### config.mk
export PLATFORM = sky130hd
export DESIGN_NAME = form_field_extract_url_decode
export DESIGN_NICKNAME = d
export VERILOG_FILES = /design/src/hdl/ffeud_pkg.sv /design/src/hdl/form_field_extract_url_decode.sv /design/src/hdl/ffeud_window.sv /design/src/hdl/ffeud_decoder.sv
export SDC_FILE = /design/constraint.sdc
export NUM_CORES = 1
export LEC_CHECK = 0
export BUFFER_PORTS_ARGS = -buffer_cell sky130_fd_sc_hd__buf_2
export CELL_PAD_IN_SITES_DETAIL_PLACEMENT = 1
export CELL_PAD_IN_SITES_GLOBAL_PLACEMENT = 2
export CORE_UTILIZATION = 41
export CTS_BUF_LIST = sky130_fd_sc_hd__clkbuf_2 sky130_fd_sc_hd__clkbuf_4 sky130_fd_sc_hd__clkbuf_8
export DETAILED_ROUTE_END_ITERATION = 12
export GPL_TIMING_DRIVEN = 0
export PLACE_DENSITY_LB_ADDON = 0.1
export SLEW_MARGIN = 5
export SYNTH_ARGS = -nofsm -noshare
export SYNTH_HDL_FRONTEND = slang
export SYNTH_SLANG_ARGS = --single-unit
### constraint.sdc
create_clock -name clk -period 5.57 [get_ports clk]
set_clock_uncertainty 0.2 [all_clocks]
set_input_delay 0.557 -clock clk [delete_from_list [all_inputs] [get_ports clk]]
set_output_delay 0.557 -clock clk [all_outputs]
set_load 0.05 [all_outputs]
### src/hdl/ffeud_pkg.sv
package ffeud_pkg;

	// window and key limits
	localparam int WIN_DEPTH = 8;
	localparam int KEY_MAX   = 8;
	localparam int KEY_W     = 64;
	localparam int KLEN_W    = 4;
	localparam int FILL_W    = 4;
	localparam int BYTE_W    = 8;
	localparam int REG_IDX_W = 1;

	// register indexes on the write port
	localparam logic [REG_IDX_W-1:0] REG_KEY_CHARS  = 1'b0;
	localparam logic [REG_IDX_W-1:0] REG_KEY_LENGTH = 1'b1;

	// special characters
	localparam logic [BYTE_W-1:0] CH_AMP   = 8'h26;
	localparam logic [BYTE_W-1:0] CH_PLUS  = 8'h2B;
	localparam logic [BYTE_W-1:0] CH_PCT   = 8'h25;
	localparam logic [BYTE_W-1:0] CH_SPACE = 8'h20;

	// parser phase
	typedef enum logic [2:0] {
		PH_SEARCH,
		PH_SKIP,
		PH_VALUE,
		PH_PCT1,
		PH_PCT2,
		PH_DONE
	} phase_t;

	// window control from the parser
	typedef struct packed {
		logic shift;
		logic clear;
	} win_ctrl_t;

	// one result item
	typedef struct packed {
		logic [BYTE_W-1:0] value_byte;
		logic              byte_valid;
		logic              value_done;
		logic              key_found;
		logic              escape_error;
		logic              value_truncated;
	} result_t;

	// decoded hex digit
	typedef struct packed {
		logic       ok;
		logic [3:0] val;
	} hex_t;

	// hex digit decode, either case
	function automatic hex_t hex_decode(input logic [BYTE_W-1:0] c);
		hex_t h;
		h.ok  = 1'b1;
		h.val = c[3:0];
		if (c >= 8'h30 && c <= 8'h39) begin
			h.val = c[3:0];
		end else if ((c >= 8'h41 && c <= 8'h46) || (c >= 8'h61 && c <= 8'h66)) begin
			h.val = c[3:0] + 4'd9;
		end else begin
			h.ok  = 1'b0;
			h.val = 4'd0;
		end
		return h;
	endfunction

endpackage

### src/hdl/form_field_extract_url_decode.sv
// Form field extractor with percent decoding. Body bytes enter on the s_ side, one per
// transaction, with s_tlast on the final byte. The block finds the first place in the
// body where the configured key (key_chars, key_length, written on the wr_ port) ends,
// skips the next byte, then sends each decoded value byte ('+' as space, %XY as a hex
// byte) up to MAX_VALUE bytes, and closes with one transaction with m_tlast set that
// carries key_found and the escape and truncation flags. It takes one byte per cycle
// while the output is not stalled: the key window compare and the phase update are
// combinational between the input register and the result register, and a result
// passes both in turn. Configuration may be written only while no byte is in flight.
module form_field_extract_url_decode #(
	parameter int MAX_VALUE = 64
) (
	input  logic        clk,
	input  logic        arst_n,
	// body input
	input  logic        s_tvalid,
	output logic        s_tready,
	input  logic [7:0]  s_tdata,   // body_byte
	input  logic        s_tlast,   // body_end
	// value output
	output logic        m_tvalid,
	input  logic        m_tready,
	output logic [15:0] m_tdata,   // value_byte, key_found, escape_error, value_truncated, zeros
	output logic        m_tuser,   // byte_valid
	output logic        m_tlast,   // value_done
	// configuration writes
	input  logic        wr_en,
	input  logic [ffeud_pkg::REG_IDX_W-1:0] wr_index,
	input  logic [ffeud_pkg::KEY_W-1:0]     wr_data
);

	logic [ffeud_pkg::KEY_W-1:0]  key_chars_q;
	logic [ffeud_pkg::KLEN_W-1:0] key_length_q;
	logic                         valid_s1;
	logic [ffeud_pkg::BYTE_W-1:0] byte_s1;
	logic                         end_s1;
	logic                         out_free;
	logic                         step;
	logic                         match;
	ffeud_pkg::win_ctrl_t         win_ctrl;
	ffeud_pkg::result_t           res;
	logic                         res_valid;
	ffeud_pkg::result_t           res_q;
	logic                         m_tvalid_q;

	// configuration registers
	always_ff @(posedge clk or negedge arst_n) begin
		if (!arst_n) begin
			key_chars_q  <= '0;
			key_length_q <= ffeud_pkg::KLEN_W'(1);
		end else if (wr_en) begin
			case (wr_index)
				ffeud_pkg::REG_KEY_CHARS: key_chars_q <= wr_data;
				ffeud_pkg::REG_KEY_LENGTH: key_length_q <= wr_data[ffeud_pkg::KLEN_W-1:0];
				default: begin
				end
			endcase
		end
	end

	// handshake between input register and result register
	assign out_free = !m_tvalid_q || m_tready;
	assign step     = valid_s1 && out_free;
	assign s_tready = !valid_s1 || out_free;

	// input register
	always_ff @(posedge clk or negedge arst_n) begin
		if (!arst_n) begin
			valid_s1 <= 1'b0;
		end else if (s_tvalid && s_tready) begin
			valid_s1 <= 1'b1;
		end else if (step) begin
			valid_s1 <= 1'b0;
		end
	end

	always_ff @(posedge clk) begin
		if (s_tvalid && s_tready) begin
			byte_s1 <= s_tdata;
			end_s1  <= s_tlast;
		end
	end

	ffeud_window u_window (
		.clk        (clk),
		.arst_n     (arst_n),
		.ctrl       (win_ctrl),
		.byte_in    (byte_s1),
		.key_chars  (key_chars_q),
		.key_length (key_length_q),
		.match      (match)
	);

	ffeud_decoder #(
		.MAX_VALUE (MAX_VALUE)
	) u_decoder (
		.clk       (clk),
		.arst_n    (arst_n),
		.step      (step),
		.byte_in   (byte_s1),
		.end_in    (end_s1),
		.match     (match),
		.ctrl      (win_ctrl),
		.result    (res),
		.res_valid (res_valid)
	);

	// result register
	always_ff @(posedge clk or negedge arst_n) begin
		if (!arst_n) begin
			m_tvalid_q <= 1'b0;
		end else if (step) begin
			m_tvalid_q <= res_valid;
		end else if (m_tready) begin
			m_tvalid_q <= 1'b0;
		end
	end

	always_ff @(posedge clk) begin
		if (step && res_valid) begin
			res_q <= res;
		end
	end

	assign m_tvalid = m_tvalid_q;
	assign m_tdata  = {5'b00000, res_q.value_truncated, res_q.escape_error,
		res_q.key_found, res_q.value_byte};
	assign m_tuser  = res_q.byte_valid;
	assign m_tlast  = res_q.value_done;

	// a transaction without a byte must close the value
	a_empty_is_done: assert property (@(posedge clk) disable iff (!arst_n)
		m_tvalid && !m_tuser |-> m_tlast)
		else $error("result without byte and without done");

	// status flags only travel with the closing transaction
	a_flags_on_done: assert property (@(posedge clk) disable iff (!arst_n)
		m_tvalid && !m_tlast |-> m_tdata[10:8] == 3'b000)
		else $error("status flags set before value end");

	// no byte means a zero data byte
	a_zero_byte: assert property (@(posedge clk) disable iff (!arst_n)
		m_tvalid && !m_tuser |-> m_tdata[7:0] == 8'h00)
		else $error("value byte set without byte_valid");

	// input side stalls only while the input register holds an item
	a_ready_stall: assert property (@(posedge clk) disable iff (!arst_n)
		!s_tready |-> valid_s1 && m_tvalid_q && !m_tready)
		else $error("input stalled without a blocked item");

endmodule

### src/hdl/ffeud_window.sv
module ffeud_window (
	input  logic                              clk,
	input  logic                              arst_n,
	input  ffeud_pkg::win_ctrl_t              ctrl,
	input  logic [ffeud_pkg::BYTE_W-1:0]      byte_in,
	input  logic [ffeud_pkg::KEY_W-1:0]       key_chars,
	input  logic [ffeud_pkg::KLEN_W-1:0]      key_length,
	output logic                              match
);

	logic [ffeud_pkg::BYTE_W-1:0] recent_q [ffeud_pkg::WIN_DEPTH];
	logic [ffeud_pkg::BYTE_W-1:0] win_next [ffeud_pkg::WIN_DEPTH];
	logic [ffeud_pkg::FILL_W-1:0] fill_q;
	logic [ffeud_pkg::FILL_W-1:0] fill_next;
	logic [ffeud_pkg::KLEN_W-1:0] klen;
	logic [2:0]                   klen_m1;
	logic [ffeud_pkg::WIN_DEPTH-1:0] lane_ok;

	// window as it stands once the new byte is in
	always_comb begin
		win_next[0] = byte_in;
		for (int j = 1; j < ffeud_pkg::WIN_DEPTH; j++) begin
			win_next[j] = recent_q[j-1];
		end
		fill_next = (fill_q == ffeud_pkg::FILL_W'(ffeud_pkg::WIN_DEPTH)) ?
			fill_q : fill_q + 1'b1;
	end

	// effective key length, clamped to 1..KEY_MAX
	always_comb begin
		if (key_length == '0) begin
			klen = ffeud_pkg::KLEN_W'(1);
		end else if (key_length > ffeud_pkg::KLEN_W'(ffeud_pkg::KEY_MAX)) begin
			klen = ffeud_pkg::KLEN_W'(ffeud_pkg::KEY_MAX);
		end else begin
			klen = key_length;
		end
		klen_m1 = 3'(klen - 1'b1);
	end

	// one comparator per window position, newest byte against last key byte
	always_comb begin
		logic [2:0] kidx;
		for (int j = 0; j < ffeud_pkg::WIN_DEPTH; j++) begin
			kidx = 3'(klen_m1 - 3'(j));
			lane_ok[j] = (3'(j) > klen_m1) ||
				(win_next[j] == key_chars[{kidx, 3'b000} +: ffeud_pkg::BYTE_W]);
		end
		match = (fill_next >= klen) && (&lane_ok);
	end

	// window bytes
	always_ff @(posedge clk) begin
		if (ctrl.shift) begin
			for (int j = 0; j < ffeud_pkg::WIN_DEPTH; j++) begin
				recent_q[j] <= win_next[j];
			end
		end
	end

	// fill level, cleared at body end
	always_ff @(posedge clk or negedge arst_n) begin
		if (!arst_n) begin
			fill_q <= '0;
		end else if (ctrl.clear) begin
			fill_q <= '0;
		end else if (ctrl.shift) begin
			fill_q <= fill_next;
		end
	end

endmodule

### src/hdl/ffeud_decoder.sv
module ffeud_decoder #(
	parameter int MAX_VALUE = 64
) (
	input  logic                          clk,
	input  logic                          arst_n,
	input  logic                          step,
	input  logic [ffeud_pkg::BYTE_W-1:0]  byte_in,
	input  logic                          end_in,
	input  logic                          match,
	output ffeud_pkg::win_ctrl_t          ctrl,
	output ffeud_pkg::result_t            result,
	output logic                          res_valid
);

	localparam int CNT_W = $clog2(MAX_VALUE + 1);

	ffeud_pkg::phase_t            phase_q;
	ffeud_pkg::phase_t            phase_n;
	logic [3:0]                   hn_q;
	logic [3:0]                   hn_n;
	logic [CNT_W-1:0]             cnt_q;
	logic                         esc_q;
	logic                         trunc_q;
	ffeud_pkg::hex_t              hex;
	logic                         emit_req;
	logic [ffeud_pkg::BYTE_W-1:0] emit_data;
	logic                         esc_hex;
	logic                         done_amp;
	logic                         room;
	logic                         byte_ok;
	logic                         trunc_set;
	logic                         end_done;
	logic                         esc_end;
	logic                         done;
	logic                         found;

	assign hex = ffeud_pkg::hex_decode(byte_in);

	// window follows the stream only while searching
	assign ctrl.shift = step && (phase_q == ffeud_pkg::PH_SEARCH);
	assign ctrl.clear = step && end_in;

	// next phase and byte actions
	always_comb begin
		phase_n   = phase_q;
		hn_n      = hn_q;
		emit_req  = 1'b0;
		emit_data = byte_in;
		esc_hex   = 1'b0;
		done_amp  = 1'b0;
		case (phase_q)
			ffeud_pkg::PH_SEARCH: begin
				if (match) begin
					phase_n = ffeud_pkg::PH_SKIP;
				end
			end
			ffeud_pkg::PH_SKIP: begin
				phase_n = ffeud_pkg::PH_VALUE;
			end
			ffeud_pkg::PH_VALUE: begin
				if (byte_in == ffeud_pkg::CH_AMP) begin
					done_amp = 1'b1;
				end else if (byte_in == ffeud_pkg::CH_PLUS) begin
					emit_req  = 1'b1;
					emit_data = ffeud_pkg::CH_SPACE;
				end else if (byte_in == ffeud_pkg::CH_PCT) begin
					phase_n = ffeud_pkg::PH_PCT1;
				end else begin
					emit_req = 1'b1;
				end
			end
			ffeud_pkg::PH_PCT1, ffeud_pkg::PH_PCT2: begin
				if (!hex.ok) begin
					esc_hex = 1'b1;
					phase_n = ffeud_pkg::PH_VALUE;
					done_amp = (byte_in == ffeud_pkg::CH_AMP);
				end else if (phase_q == ffeud_pkg::PH_PCT1) begin
					hn_n    = hex.val;
					phase_n = ffeud_pkg::PH_PCT2;
				end else begin
					emit_req  = 1'b1;
					emit_data = {hn_q, hex.val};
					phase_n   = ffeud_pkg::PH_VALUE;
				end
			end
			default: begin
			end
		endcase
		if (done_amp) begin
			phase_n = ffeud_pkg::PH_DONE;
		end
	end

	// result of this byte
	always_comb begin
		room      = (cnt_q < CNT_W'(MAX_VALUE));
		byte_ok   = emit_req && room;
		trunc_set = emit_req && !room;
		end_done  = end_in && !done_amp && (phase_n != ffeud_pkg::PH_DONE);
		esc_end   = end_done &&
			((phase_n == ffeud_pkg::PH_PCT1) || (phase_n == ffeud_pkg::PH_PCT2));
		done      = done_amp || end_done;
		found     = done_amp || (end_done && (phase_n != ffeud_pkg::PH_SEARCH));

		result.value_byte      = byte_ok ? emit_data : '0;
		result.byte_valid      = byte_ok;
		result.value_done      = done;
		result.key_found       = done && found;
		result.escape_error    = done && (esc_q || esc_hex || esc_end);
		result.value_truncated = done && (trunc_q || trunc_set);
		res_valid              = byte_ok || done;
	end

	// parser state, back to reset at body end
	always_ff @(posedge clk or negedge arst_n) begin
		if (!arst_n) begin
			phase_q <= ffeud_pkg::PH_SEARCH;
			hn_q    <= '0;
			cnt_q   <= '0;
			esc_q   <= 1'b0;
			trunc_q <= 1'b0;
		end else if (step) begin
			if (end_in) begin
				phase_q <= ffeud_pkg::PH_SEARCH;
				hn_q    <= '0;
				cnt_q   <= '0;
				esc_q   <= 1'b0;
				trunc_q <= 1'b0;
			end else begin
				phase_q <= phase_n;
				hn_q    <= hn_n;
				if (byte_ok) begin
					cnt_q <= cnt_q + 1'b1;
				end
				esc_q   <= esc_q || esc_hex;
				trunc_q <= trunc_q || trunc_set;
			end
		end
	end

endmodule

---- After elaboration in Yosys (flattened, before gate mapping) ----
Memories as Yosys holds them, arrays and structs flattened.
Cells that the tools add are included.
storage, ports and cells
  bits in registers ....................... 112
  input port bits ......................... 79
  logic and storage cells ................. 179
  memories kept ........................... 1
  memory bits (writable) .................. 64
memory list
  memory             words  width  rd ports  clocked after memory_dff  wr ports  RTL line            text
  u_window.recent_q  8      8      7         0                         8         ffeud_window.sv:11  logic [ffeud_pkg::BYTE_W-1:0] recent_q [ffeud_pkg::WIN_DEPTH];
operators by class
  shifts and indexed selects .............. 8
  $lt $le $gt $ge ......................... 17
  equal/unequal tests ..................... 19
  bitwise operators ....................... 1
  reduce and logical (&&, ||, !) cells .... 56
  multiplexer cells ....................... 48
  add/subtract/negate cells ............... 11
operator list
  kind                                                                    count
  64-bit by 7-bit variable part select with 8-bit output                  8
  8-bit == test                                                           8
  4-bit two-way mux                                                       11
  8-bit two-way mux                                                       4
  8-bit by 6-bit == test with 1-bit output (second input constant)        3
  3-bit two-way mux                                                       8
  1-bit two-way mux                                                       19
  1-bit logical AND                                                       18
  1-bit logical OR                                                        18
  8-bit by 7-bit >= comparator with 1-bit output (second input constant)  2
  8-bit by 7-bit <= comparator with 1-bit output (second input constant)  2
  8-bit one-hot mux with 2 select lines                                   1
  7-bit two-way mux                                                       2
  2-bit nonzero test                                                      7
  3-bit greater-than comparator (first input constant)                    4
  3-bit one-hot mux with 4 select lines                                   1
  3-bit subtractor (second input constant)                                4
  3-bit by 2-bit == test with 1-bit output (second input constant)        3
  8-bit by 6-bit >= comparator with 1-bit output (second input constant)  1
  8-bit by 6-bit <= comparator with 1-bit output (second input constant)  1
  8-bit AND reduction                                                     1
  7-bit by 1-bit adder with 7-bit output (second input constant)          1
  7-bit less-than comparator (second input constant)                      1
  3-bit == test (second input constant)                                   2
  other kinds (20)                                                        30

---- Logic depth before layout (Yosys ltp) ----
  depth after elaboration ................. 18
  depth in mapped cells ................... 18

---- By module ----
A second synthesis with hierarchy kept.
unflattened totals
  cells, all modules ...................... 986
  area total of the unflattened synthesis .. 11,621.1 um^2
modules (own cells, without submodules)
  module                         instances  cells each  area an instance (um^2)
  ffeud_window                   1          624         6,576.3
  form_field_extract_url_decode  1          183         3,649.8
  ffeud_decoder                  1          179         1,395.1

---- Least setup slack after synthesis ----
Ideal clock, no wire load.
  path type ............................... register -> register
  start point ............................. reg key_length_q[0] in the netlist's numbering
  end point ............................... reg res_q, in the netlist m_tdata[8], data pin
  stages on the path, launching flop included .. 19
  data arrival time ....................... 4,123 ps
  setup time .............................. 147 ps
  slack ................................... 1,099 ps
  required time ........................... 5,223 ps
  clock period less this slack ............ 4,471 ps
  cells stage by stage .................... dfstp_2 o21ba_2 nor2_4 inv_4 buf_1 ha_1 xnor2_4 inv_6 buf_6 buf_6 ha_1 clkbuf_1 mux4_2 xor2_1 nand4_1 o21ai_0 or4b_1 nor2_1 o2bb2ai_1
RTL lines
  element                 RTL line                              text
  start, declared         form_field_extract_url_decode.sv:33   logic [ffeud_pkg::KLEN_W-1:0] key_length_q;
  start signal, assigned  form_field_extract_url_decode.sv:50   key_length_q <= ffeud_pkg::KLEN_W'(1);
  start signal, assigned  form_field_extract_url_decode.sv:54   ffeud_pkg::REG_KEY_LENGTH: key_length_q <= wr_data[ffeud_pkg::KLEN_W-1:0];
  end signal, assigned    form_field_extract_url_decode.sv:121  res_q <= res;
  end, declared           form_field_extract_url_decode.sv:43   ffeud_pkg::result_t res_q;

==> results.txt <==
minimum clock period = 5.42 ns
Hold Crit Class = in2reg
hold_sp = s_tdata[1]
end of the worst hold path = byte_s1[1]$_DFFE_PP_
crit start category = register
port buffer count = 93
Worst VDD drop = 0.167 mV
GRT Total Usage = 30.0%
Reg clk slew, reported paths = 0.11 ns
Worst-Skew Late Latency = 0.49 ns
layout cells sized above 1 = 25.4%
drt initial violations = 842
Top Ports = 99
number of global-route vias before repair = 9158
Core Util, Final = 47.5%
CTS tree = yes
flop-to-flop setup slack = 0.15 ns
Max clock buf depth = 2
sequential standard cell area = 4600 µm²
Worst-Margin Slew = 0.916 ns
status = completed
Seq cells post-synth = 168
residual DRC count = 0
total die area = 26600 µm²
initial antenna violation count = 0
Final nets = 1203
sequential element share of the synthesized area = 43.2%
area taken by multi-input logic gates = 5640 µm²
Avg WL per Cell = 26.4 µm
Antenna Cells = 0
die height = 163 µm
H-tree depth = 4
Std-Cell Rows = 58
crit end category = register
worst path arrival time = 5.55 ns
Reg-to-Reg Start = key_length_q[0]$_DFFE_PN1P_
width of the die = 163 µm
Post-DRT Antenna Nets = 0
initial core utilization = 42.0%
Root Buffer = clkbuf_8
via/cell ratio = 6.24
Setup CP Type = reg2reg
fill count = 2866
CTS sink cnt = 168
top cells by area, synth = edfxtp_1, dfrtp_1, mux2_2
top-area cell type share of the netlist area = 22.0%
R2R depth = 15
Hold Vio Cnt, Final = 0
final hold slack = 0.0379 ns
Rel. slew slack = 39.0%
Post-synth EDFFs = 78
hpwl dp = 29800 µm
crit-path max FO = 10
fin area = 12000 µm²
worst reg2reg endpoint = m_tdata[8]$_DFFE_PP_
Leak = 4.67 nW
PwrDens = 372 nW/µm²
global route total overflow = 0
global-route wire length before repair = 57800 µm
Mapped Cells = 993
Max Slew Vio Count = 0
mapped cell area = 10600 µm²
synth unique cells = 76
Post-synth top flop = dfrtp_1
Yosys warnings = 0
total CTS buffers = 17
total negative slack = 0 ns
final worst path period share = 97.4%
core area = 25300 µm²
GPL Wtd Cong = 0.940
Max Freq = 184 MHz
DRT Wirelength = 38400 µm
Synth Area per Inst = 10.7 µm²
data required time at the worst endpoint = 5.70 ns
P&R area growth vs syn = 13.0%
max-cap viol count = 0
Vias = 9067
Final Setup Violations = 0
hold depth = 1
RSZ-0062 raised after global routing = no
Async SR Flop Fraction = 53.6%
largest net degree at the start of global routing = 64
Cell Area, Placed = 11600 µm²
cell taking the most area after synthesis = edfxtp_1
first drt pass iteration count = 5
-- per-stage QoR --
stage	instances	setup slack, ns	total power, mW
after floorplan	997	1.10	2.87
after global placement	1420	-0.452	3.49
after detailed placement	1422	-0.450	3.53
after CTS	1455	0.0000440	4.45
after global routing	1454	0.0521	4.67
final	1454	0.147	4.48
-- cell families (layout without fill, tap and decap cells) --
| logic type | after synthesis | count (layout) | synth area share, % |
|---|---|---|---|
| and+or+nand+nor | 289 | 289 | 14.2 |
| adders and majority gates | 13 | 13 | 1.53 |
| muxes | 131 | 131 | 16.6 |
| buffers and inverters | 94 | 221 | 4.23 |
| xor gates and xnor gates | 72 | 72 | 6.10 |
| DFF | 168 | 168 | 43.2 |
| other | 1 | 5 | 0.0352 |
| AOI/OAI and AO/OA | 225 | 225 | 14.2 |
-- synth_stat cells (8+ instances only) --
cell       n
a22oi_1   24
a22o_1    10
dfrtp_1   89
inv_1     19
buf_2     15
buf_4     11
nor2_1    56
nand4_1   35
and2_1    25
a21oi_1   42
and3_1     9
clkbuf_1  35
a31oi_1   10
o221ai_1   8
ha_1      13
mux4_2    29
nor2b_1    9
edfxtp_1  78
nand3_1   38
xnor2_1   43
o22ai_1   12
nor3_1    14
xor2_1    28
nor4_1     9
mux2_2    70
o21ai_0   59
mux2i_1   32
nand2_1   63
nand2b_1   9
-- worst max path at each step --
stage | startpoint | end
detailed placement | key_length_q[1]$_DFFE_PN0P_ | m_tdata[8]$_DFFE_PP_
floorplan | key_length_q[0]$_DFFE_PN1P_ | m_tdata[8]$_DFFE_PP_
global route | key_length_q[0]$_DFFE_PN1P_ | m_tdata[8]$_DFFE_PP_
CTS | key_length_q[0]$_DFFE_PN1P_ | m_tdata[8]$_DFFE_PP_
global placement | key_length_q[3]$_DFFE_PN0P_ | m_tdata[8]$_DFFE_PP_
finish | key_length_q[0]$_DFFE_PN1P_ | m_tdata[8]$_DFFE_PP_
-- what timing repair did --
item                       CTS  global route
gates resized for setup      4             9
hold endpoints to repair    27             0
buffers inserted             2             0
hold buffers                 1             0
setup endpoints to repair    2             2
pin swaps                    1             0
-- worst max-delay path, stage by stage, from the launching register on --
cell and delay [ns]:
dfstp_2 0.58, o21ba_2 0.20, nor2_4 0.35, buf_4 0.33, ha_1 0.21, buf_2 0.29, buf_2 0.38, clkbuf_4 0.35
a2111oi_4 0.05, nor4_1 0.47, xnor2_1 0.25, nand4_1 0.22, nor4_4 0.47, o221ai_1 0.32, nor4_4 0.41, o2bb2ai_1 0.16
-- flip-flops by register name, indices dropped and copies added (netlist names) --
name	cells
key_length_q	4
u_decoder.trunc_q	1
byte_s1	8
u_decoder.phase_q	3
m_tdata	11
u_decoder.cnt_q	7
m_tvalid	1
key_chars_q	64
valid_s1	1
u_window.recent_q	56
u_decoder.esc_q	1
u_window.fill_q	4
u_decoder.hn_q	4
m_tuser	1
end_s1	1
m_tlast	1
-- final cells by class --
cell class / count / share of cell area (%)
sequential: 168 / 38.2
clock buffer: 17 / 1.95
inverter: 24 / 0.843
clock inverter: 15 / 1.26
multi-input combinational: 735 / 46.9
tap: 330 / 3.43
buffer: 67 / 2.92
timing repair buffer: 98 / 4.49
-- cells in the final DEF, fill, tap and decap left out, types with 9 or more instances in the layout --
cell type	netlist	final
ha_1	13	12
a22o_1	10	10
buf_4	11	15
nand3_1	38	38
nor2_1	56	55
nand4_1	35	35
clkbuf_8	0	17
a31oi_1	10	10
a21oi_1	42	41
a22oi_1	24	24
edfxtp_1	78	78
nor4_1	9	9
mux2_2	70	70
buf_2	15	106
clkbuf_1	35	30
dfrtp_1	89	89
and2_1	25	25
o21ai_0	59	59
inv_1	19	19
nand2b_1	9	9
nand2_1	63	63
xor2_1	28	28
mux2i_1	32	32
nor2b_1	9	9
xnor2_1	43	43
mux4_2	29	29
o22ai_1	12	12
nor3_1	14	14
-- power breakdown --
group / switching, mW / leakage (nW) / internal, mW / total [mW]
clock: 0.571 / 0.184 / 0.334 / 0.905
combinational: 1.17 / 2.63 / 0.776 / 1.95
sequential: 0.186 / 1.86 / 1.44 / 1.63
total: 1.93 / 4.67 / 2.55 / 4.48
-- routing by layer --
| metal | wire (µm) | share of wire [%] | global-route usage (%) |
|---|---|---|---|
| met5 | 0 | 0 | 0 |
| met4 | 1060 | 2.7 | 10.2 |
| met3 | 2230 | 5.8 | 4.72 |
| met2 | 17900 | 46 | 47.4 |
| met1 | 17300 | 45 | 41.7 |
No activity file was read; power rests on OpenSTA's default activity.
